--- src/hw/rtl/smcn_pkg.sv ---
package smcn_pkg;

    localparam logic [1:0] PH_PEAK    = 2'd0;
    localparam logic [1:0] PH_MEAN_UP = 2'd1;
    localparam logic [1:0] PH_MEAN_LO = 2'd2;
    localparam logic [1:0] PH_NORM    = 2'd3;

    localparam logic [1:0] REG_PHASE        = 2'd0;
    localparam logic [1:0] REG_UPPER_FACTOR = 2'd1;
    localparam logic [1:0] REG_LOWER_FACTOR = 2'd2;
    localparam logic [1:0] REG_INV_COUNT    = 2'd3;

    localparam logic [20:0] BOUND_MAX       = 21'h1FFFFF;
    localparam logic [20:0] PEAK_LOWER_INIT = 21'd844800;

    typedef enum logic [3:0] {
        K_NONE,
        K_KEEP,
        K_CLEAR_PEAK,
        K_CLEAR_UP,
        K_CLEAR_LO,
        K_PEAK,
        K_MEAN_UP,
        K_MEAN_LO,
        K_NORM
    } t_kind;

    typedef struct packed {
        t_kind       kind;
        logic [5:0]  idx;
        logic [11:0] mv;
    } t_job;

    typedef struct packed {
        logic [1:0]  phase;
        logic [15:0] upper_factor;
        logic [15:0] lower_factor;
        logic [23:0] inv_sample_count;
    } t_cfg;

    typedef struct packed {
        logic full;
        logic empty;
    } t_q_stat;

endpackage

--- src/hw/rtl/smcn_queue.sv ---
module smcn_queue import smcn_pkg::*; (
    input  logic    i_clk,
    input  logic    i_rst_n,
    input  logic    i_push,
    input  t_job    i_job,
    input  logic    i_pop,
    output t_job    o_head,
    output t_q_stat o_stat
);

    t_job       r_ent [2];
    logic       r_wp;
    logic       r_rp;
    logic [1:0] r_cnt;

    always_ff @(posedge i_clk) begin
        if (!i_rst_n) begin
            r_wp  <= 1'b0;
            r_rp  <= 1'b0;
            r_cnt <= 2'd0;
        end else begin
            if (i_push) begin
                r_wp <= ~r_wp;
            end
            if (i_pop) begin
                r_rp <= ~r_rp;
            end
            case ({i_push, i_pop})
                2'b10:   r_cnt <= r_cnt + 2'd1;
                2'b01:   r_cnt <= r_cnt - 2'd1;
                default: r_cnt <= r_cnt;
            endcase
        end
    end

    always_ff @(posedge i_clk) begin
        if (i_push) begin
            r_ent[r_wp] <= i_job;
        end
    end

    assign o_head       = r_ent[r_rp];
    assign o_stat.full  = r_cnt[1];
    assign o_stat.empty = (r_cnt == 2'd0);

endmodule

--- config.mk ---
export PLATFORM = sky130hd
export DESIGN_NAME = smcn_queue
export DESIGN_NICKNAME = d
export VERILOG_FILES = /design/src/hw/rtl/smcn_pkg.sv /design/src/hw/rtl/smcn_queue.sv
export SDC_FILE = /design/constraint.sdc
export NUM_CORES = 1
export LEC_CHECK = 0
export BUFFER_PORTS_ARGS = -buffer_cell sky130_fd_sc_hd__buf_2
export CAP_MARGIN = 25
export CORE_UTILIZATION = 54
export CTS_CLUSTER_SIZE = 24
export DETAILED_ROUTE_END_ITERATION = 10
export PLACE_DENSITY = 0.89
export SYNTH_ARGS = -nofsm -noshare
export SYNTH_HDL_FRONTEND = slang
export SYNTH_SLANG_ARGS = --single-unit
export TNS_END_PERCENT = 5
--- constraint.sdc ---
create_clock -name i_clk -period 3.2 [get_ports i_clk]
set_input_delay 0.64 -clock i_clk [delete_from_list [all_inputs] [get_ports i_clk]]
set_output_delay 0.64 -clock i_clk [all_outputs]
set_load 0.02 [all_outputs]
======== Word-level counts from Yosys, hierarchy flattened ========
Memory sizes are Yosys's and may differ from the RTL's. A register that Yosys moved wholly into a read port is not among the register bits.
Cells that the tools add are included.
word-level totals
  word-level logic and storage cells ...... 17
  bits in registers ....................... 4
  bits in read-only memories .............. 0
  bits in latches ......................... 0
  memories kept ........................... 1
  bits in writable memories ............... 44
operators by class
  multiplexer cells ....................... 5
  add/sub/neg operators ................... 2
  reductions and logical operators ........ 2
  bitwise gates (word level) .............. 2
  order comparisons ....................... 0
  multipliers ............................. 0
  divide/modulo/power cells ............... 0
  shifts and indexed selects .............. 0
  eq/ne operators ......................... 2
memory list
  memory  depth  bits a word  read ports  clocked after memory_dff  write ports  RTL line          text
  r_ent   2      22           1           1                         1            smcn_queue.sv:11  t_job r_ent [2];
operators by type and width
  operator               number
  $mux W1                4
  $pmux W2 S2            1
  $add A2 B1 Y2 const B  1
  $eq A2 B1 Y1 const B   1
  $eq A2 B2 Y1 const B   1
  $logic_not A2 Y1       1
  $not A1 Y1             2
  $reduce_bool A2 Y1     1
  $sub A2 B1 Y2 const B  1

======== Longest topological paths before layout ========
Gate-level depths: netlist (run 1).
  depth after elaboration ................. 3
  depth in mapped cells ................... 5
  depth with buffers taken out ............ 5

======== Worst setup path before layout (run 1) ========
No wires, ideal clock.
  path type ............................... input port to flip-flop
  start ................................... in i_push
  end ..................................... mem r_ent[0][0] (netlist name) (enable)
  buffers on the path ..................... 0
  stages .................................. 2
  arrival ................................. 1.657 ns
  data required time ...................... 2.798 ns
  setup time .............................. 0.402 ns
  setup slack ............................. 1.141 ns
  path through ............................ inv_1 -> nor2_1
on the way
  longest elaborated chain between the ends .. 2
RTL lines
  what                           RTL line          text
  start: declaration             smcn_queue.sv:4   input logic i_push,
  $mux W1                        smcn_queue.sv:37  if (i_push) begin
  $mux W1 (implied by the code)  smcn_queue.sv:38  r_ent[r_wp] <= i_job;
  end: declaration               smcn_queue.sv:11
Every way passes these cells.

==> results of run 1 <==
## power breakdown
part	internal (W)	total (W)	leakage, nW	switching [W]
logic	0.0000763	0.000170	0.339	0.0000939
clock network	0.0000839	0.000255	0.0320	0.000171
registers	0.000735	0.000754	0.454	0.0000182
## metrics by stage
step | instance area, um2 | std cells | total power, W
floorplan | 1790 | 90 | 0.000875
global placement | 2090 | 182 | 0.000930
detailed placement | 2090 | 182 | 0.000940
CTS | 2150 | 190 | 0.00119
global route | 2160 | 191 | 0.00123
finish | 2160 | 191 | 0.00118
## cell usage after synthesis
cell type	number
a21boi_1	1
and2_1	4
buf_2	2
buf_4	1
dfxtp_1	5
edfxtp_1	44
ha_1	1
inv_1	1
mux2_2	22
nor2_1	2
nor2b_1	1
o21a_1	1
o21ai_0	1
or3_1	1
xnor2_1	2
xor2_1	1
## cell families (layout without fill, tap and decap cells)
kind of cell	after synthesis	count (layout)	synth area share [%]
buf+inv	4	61	1.19
xor+xnor	3	3	1.46
compound gates	3	3	1.12
fa+ha+maj	1	1	0.697
flops	49	49	79.2
simple gates	8	8	2.51
mux	22	22	13.8
## critical path, cell delays in order (launching register included)
cell and delay (ns):
dfxtp_1 0.68, buf_4 0.29, mux2_2 0.35, buf_2 0.16
## routing by layer
layer / vias up / GRT usage (%) / share of wire, %
met4: 0 / 5.98 / 2.0
met1: 462 / 17.2 / 36
met3: 6 / 8.95 / 7.7
met5: - / 0 / 0
met2: 32 / 30.8 / 54
li1: 452 / - / -
## final timing paths
kind / start / end / slack, ns / cells past startpoint
worst min register to register: r_cnt[1] / r_cnt[1] / 0.55 / 2
worst max-delay path: register / o_head[16] / 0.74 / 3
worst max register to register: r_wp / r_ent[0][21] / 1.88 / 2
worst min-delay path: i_job[9] / r_ent[0][9] / 0.47 / 1
## registers in the layout (all words and copies together) (netlist names), named ones only
signal  count
r_wp        1
r_ent      44
r_rp        1
r_cnt       2
## placed cells by master (no fill, tap or decap), types with 2 or more instances in the layout
cell type  instances
buf_2             49
edfxtp_1          44
mux2_2            22
dfxtp_1            5
clkbuf_4           5
and2_1             4
xnor2_1            2
clkinv_2           2
buf_4              2
## cell type report
cell class	instances	area [um2]
fill	243	942
inverter	1	3.75
clock buffer	6	41.3
tap	44	55.1
sequential	49	1420
clock inverter	2	10.0
multi-input combinational	37	354
timing repair buffer	52	275
==> summary.txt, run 1 <==
Floorplan
  – Full die area: 3560 um2
  – Die Height: 59.6 um
  – Die X: 59.6 um
  – Initial core utilization: 57.8%
  – Io pins: 50
  – Core ar.: 3100 um2
  – Row count: 20

Route
  – DRC: 0
  – WL/cell: 14.6 um
  – 1st-iter DRT viols: 19
  – Vias per cell: 4.98
  – Total number of vias: 952
  – Pre-antenna DRT Iters: 4
  – Routed WL: 2800 um
  – Remaining antenna violation count: 0

Placement
  – Gpl congestion: 0.704
  – Place WS: 1.09 ns
  – Post-DP HPWL: 2040 um
  – IO buf count: 49

Synth
  – Area leader, netlist: edfxtp_1
  – Yosys synthesis warning count: 0
  – Cells after Synth: 90
  – Synth cell types: 16
  – Top-area cell type share of the netlist area: 73.6%
  – Syn_nets: 117
  – Avg Inst Size Synth: 19.9 um2
  – Top cells by area, synth: edfxtp_1 74%, mux2_2 14%, dfxtp_1 5.6%
  – #FFs+latches synth: 49
  – Netlist Area Pre-Place: 1790 um2
  – Seq/Total Area, Yosys: 79.2%

Final layout
  – Nets: 173
  – Ant. Diodes: 0
  – P&R area growth vs syn: 20.4%
  – Layout cells sized above 1: 55.8%
  – Layout Utilization: 69.6%

Global route
  – Vias in the first global route: 976
  – Total track usage: 17.4%
  – Initial antenna violation count: 0
  – First-pass GRT wire length: 4180 um
  – Global route total overflow: 0
  – Largest net degree at the start of global routing: 23

Power and ir drop
  – Pleak: 0.825 nW
  – Max VDD drop: 0.360 mV
  – PwrDens: 545 nW/um2

Critical path
  – CP required: 2.56 ns
  – Crit-path max FO: 13
  – Startpoint Class: register
  – Critical Path AT: 1.82 ns
  – WS Path Type: reg2out
  – Endpoint class of the critical path: output port

Job
  – Max-cap check violation count: 0

Timing
  – Slew Viols, Final: 0
  – Tightest Pin Transition: 0.544 ns
  – Hold Worst Slack: 0.466 ns
  – Final WS setup: 0.738 ns
  – Period utilisation layout: 76.9%
  – # setup viols final: 0
  – Max Fclk: 0.406 GHz
  – Rel. slew slack: 63.7%
  – Post-layout min period: 2.46 ns
  – Setup_tns: 0 ns
  – Final Hold Viols: 0
  – RSZ-0062 raised after global routing: no
  – Clk_skew: 0.00578 ns

Clock tree
  – Post-CTS Hold Buffers: 0
  – Clock-pin transition on the worst setup and hold timing paths: 0.13 ns
  – CTS buffer count: 5
  – Setup Buffers After CTS: 0
  – CTS tree: built
  – CTS Buffer Depth: 2
  – H-tree depth: 2
  – CTS sink cnt: 49
  – CTS root buffer: clkbuf_4
  – Worst-Skew Late Latency: 0.35 ns
  – PostCTS Resize Cnt: 0

Status
  – Status: complete, no violations

Min path
  – Hold Crit Class: in2reg
(Power assumes the default switching activity.)
==> run 2: changes to the inputs <==
--- a/config.mk
+++ b/config.mk
@@ -7,10 +7,10 @@
 export LEC_CHECK = 0
 export BUFFER_PORTS_ARGS = -buffer_cell sky130_fd_sc_hd__buf_2
 export CAP_MARGIN = 25
-export CORE_UTILIZATION = 54
+export CORE_UTILIZATION = 45
 export CTS_CLUSTER_SIZE = 24
 export DETAILED_ROUTE_END_ITERATION = 10
-export PLACE_DENSITY = 0.89
+export PLACE_DENSITY = 0.8
 export SYNTH_ARGS = -nofsm -noshare
 export SYNTH_HDL_FRONTEND = slang
 export SYNTH_SLANG_ARGS = --single-unit
==> constraint.sdc (replaced) <==
create_clock -name i_clk -period 2.1 [get_ports i_clk]
set_input_delay 0.42 -clock i_clk [delete_from_list [all_inputs] [get_ports i_clk]]
set_output_delay 0.42 -clock i_clk [all_outputs]
set_load 0.02 [all_outputs]
==> run 2 against run 1 <==
  * Combinational power grew 63%
  * First-iteration DRC count shrank 16%
  * Via count rose by 0.63%
  * Final area rose by 2.4%
  * Sequential cell count unchanged
  * Setup slack worse by 0.42 ns
  * Critical path depth is the same
  * Power increased by 63%
  * Core utilization is 11 points lower
  * Clock skew down 0.0017 ns
  * Sequential power is 51% higher
  * Critical endpoint is now o_head[18]
  * Largest cell class unchanged
==> summary.txt, run 2 (synthesized netlist as in run 1, its figures left out) <==
Status
  – Status: complete, no violations (unchanged)

Global route
  – Total track usage: 15.3% (was 17.4%)
  – Initial antenna violation count: 0 (unchanged)
  – Largest net degree at the start of global routing: 15 (was 23)
  – First-pass GRT wire length: 4640 um (was 4180 um)
  – Vias in the first global route: 1040 (was 976)
  – Global route total overflow: 0 (unchanged)

Final layout
  – Nets: 176 (was 173)
  – Commonest non-fill, non-tap cells in the layout: 49 x buf_2, 44 x edfxtp_1, 22 x mux2_2, 6 x buf_4 (was 49 x buf_2, 44 x edfxtp_1, 22 x mux2_2, 5 x dfxtp_1, 5 x clkbuf_4)
  – Layout Utilization: 59.1% (was 69.6%)
  – Layout cells sized above 1: 56.7% (was 55.8%)
  – Commonest non-fill, non-tap cell in the layout: buf_2 (unchanged)
  – Ant. Diodes: 0 (unchanged)
  – Biggest regs: r_ent: 44 flops, r_cnt: 2 flops (unchanged)
  – Max FFs per register: 44 (unchanged)
  – Finished Layout Cells: 198 (was 191)
  – P&R area growth vs syn: 23.3% (was 20.4%)
  – Largest reg by FF count: r_ent (unchanged)

Route
  – WL/cell: 14.9 um (was 14.6 um)
  – Remaining antenna violation count: 0 (unchanged)
  – Total number of vias: 958 (was 952)
  – DRC: 0 (unchanged)
  – Routed WL: 2950 um (was 2800 um)
  – Pre-antenna DRT Iters: 4 (unchanged)
  – Vias per cell: 4.84 (was 4.98)
  – 1st-iter DRT viols: 16 (was 19)

Critical path
  – Crit-path max FO: 13 (unchanged)
  – Worst reg2reg startpoint: r_wp (unchanged)
  – WS Path Type: reg2out (unchanged)
  – Endpoint class of the critical path: output port (unchanged)
  – Critical Path AT: 1.36 ns (was 1.82 ns)
  – CP required: 1.68 ns (was 2.56 ns)
  – Startpoint Class: register (unchanged)

Clock tree
  – CTS Buffer Depth: 2 (unchanged)
  – CTS sink cnt: 49 (unchanged)
  – Setup Buffers After CTS: 0 (unchanged)
  – CTS tree: built (unchanged)
  – Worst-Skew Late Latency: 0.29 ns (was 0.35 ns)
  – H-tree depth: 2 (unchanged)
  – Clock-pin transition on the worst setup and hold timing paths: 0.08 ns (was 0.13 ns)
  – Post-CTS Hold Buffers: 0 (unchanged)
  – CTS root buffer: clkbuf_8 (was clkbuf_4)
  – PostCTS Resize Cnt: 0 (unchanged)
  – CTS buffer count: 5 (unchanged)

Timing
  – Final Hold Viols: 0 (unchanged)
  – RSZ-0062 raised after global routing: no (unchanged)
  – Rel. slew slack: 85.2% (was 63.7%)
  – Final WS setup: 0.323 ns (was 0.738 ns)
  – # setup viols final: 0 (unchanged)
  – Post-layout min period: 1.78 ns
  – Max Fclk: 0.563 GHz
  – Setup_tns: 0 ns (unchanged)
  – Clk_skew: 0.00404 ns (was 0.00578 ns)
  – Slew Viols, Final: 0 (unchanged)
  – Period utilisation layout: 84.6%
  – Tightest Pin Transition: 0.220 ns (was 0.544 ns)

Power and ir drop
  – Pleak: 0.852 nW (was 0.825 nW)
  – PwrDens: 871 nW/um2 (was 545 nW/um2)
  – Max VDD drop: 0.588 mV (was 0.360 mV)

Placement
  – Placed Cells: 190 (was 182)
  – Place WS: 0.599 ns (was 1.09 ns)
  – Gpl congestion: 0.637 (was 0.704)
  – IO buf count: 49 (unchanged)
  – Post-DP HPWL: 2160 um (was 2040 um)

Floorplan
  – Die Height: 65.1 um (was 59.6 um)
  – Row count: 22 (was 20)
  – Core ar.: 3740 um2 (was 3100 um2)
  – Io pins: 50 (unchanged)
  – Die X: 65.1 um (was 59.6 um)
  – Full die area: 4240 um2 (was 3560 um2)
  – Initial core utilization: 47.9% (was 57.8%)

Job
  – Max-cap check violation count: 0 (unchanged)

Min path
  – HP Start: i_job[6] (was i_job[9])
  – Hold Crit Class: in2reg (unchanged)
## run 2: cell count changes in the layout (fill, tap and decap cells not counted)
cell,change
clkbuf_4,-5
buf_8,-1
clkbuf_8,+5
buf_4,+4
## run 2: stage by stage
stage | hold WS (ns) | instance area (um2) | power [W]
after floorplan | 0.470 | 1790 | 0.00133
after global placement | 0.479 | 2130 | 0.00143
after detailed placement | 0.498 | 2130 | 0.00144
after CTS | 0.307 | 2210 | 0.00195
after global routing | 0.303 | 2210 | 0.00200
final | 0.315 | 2210 | 0.00193
## run 2: worst max-delay path, stage by stage, from the launching register on
cell     delay, ns
dfxtp_1       0.33
buf_4         0.21
mux2_2        0.37
buf_2         0.16
## run 2: layer usage
layer	track usage [%]	vias to the layer above	routed length, um
li1	-	455	-
met1	16.1	466	1150
met2	27.9	31	1580
met3	4.69	6	186
met4	6.52	0	42
met5	0	-	0
## run 2: worst paths after layout
kind / cells after the start / end / slack [ns]
worst max-delay path: 3 / o_head[18] / 0.32
worst min-delay path: 1 / r_ent[0][6] / 0.32
worst max register to register: 2 / r_ent[1][11] / 1.02
worst min register to register: 2 / r_cnt[1] / 0.51
## run 2: area by class of cell
type / instances / area [um2]
fill: 311 / 1530
inverter: 1 / 3.75
multi-input combinational: 37 / 354
tap: 48 / 60.1
timing repair buffer: 55 / 290
sequential: 49 / 1420
clock inverter: 2 / 10.0
clock buffer: 6 / 72.6
## run 2: power breakdown
part / internal (W) / total, W / leakage (nW) / switching, W
sequential: 0.00112 / 0.00114 / 0.454 / 0.0000179
clock: 0.000231 / 0.000510 / 0.0450 / 0.000279
combinational: 0.000121 / 0.000277 / 0.352 / 0.000157
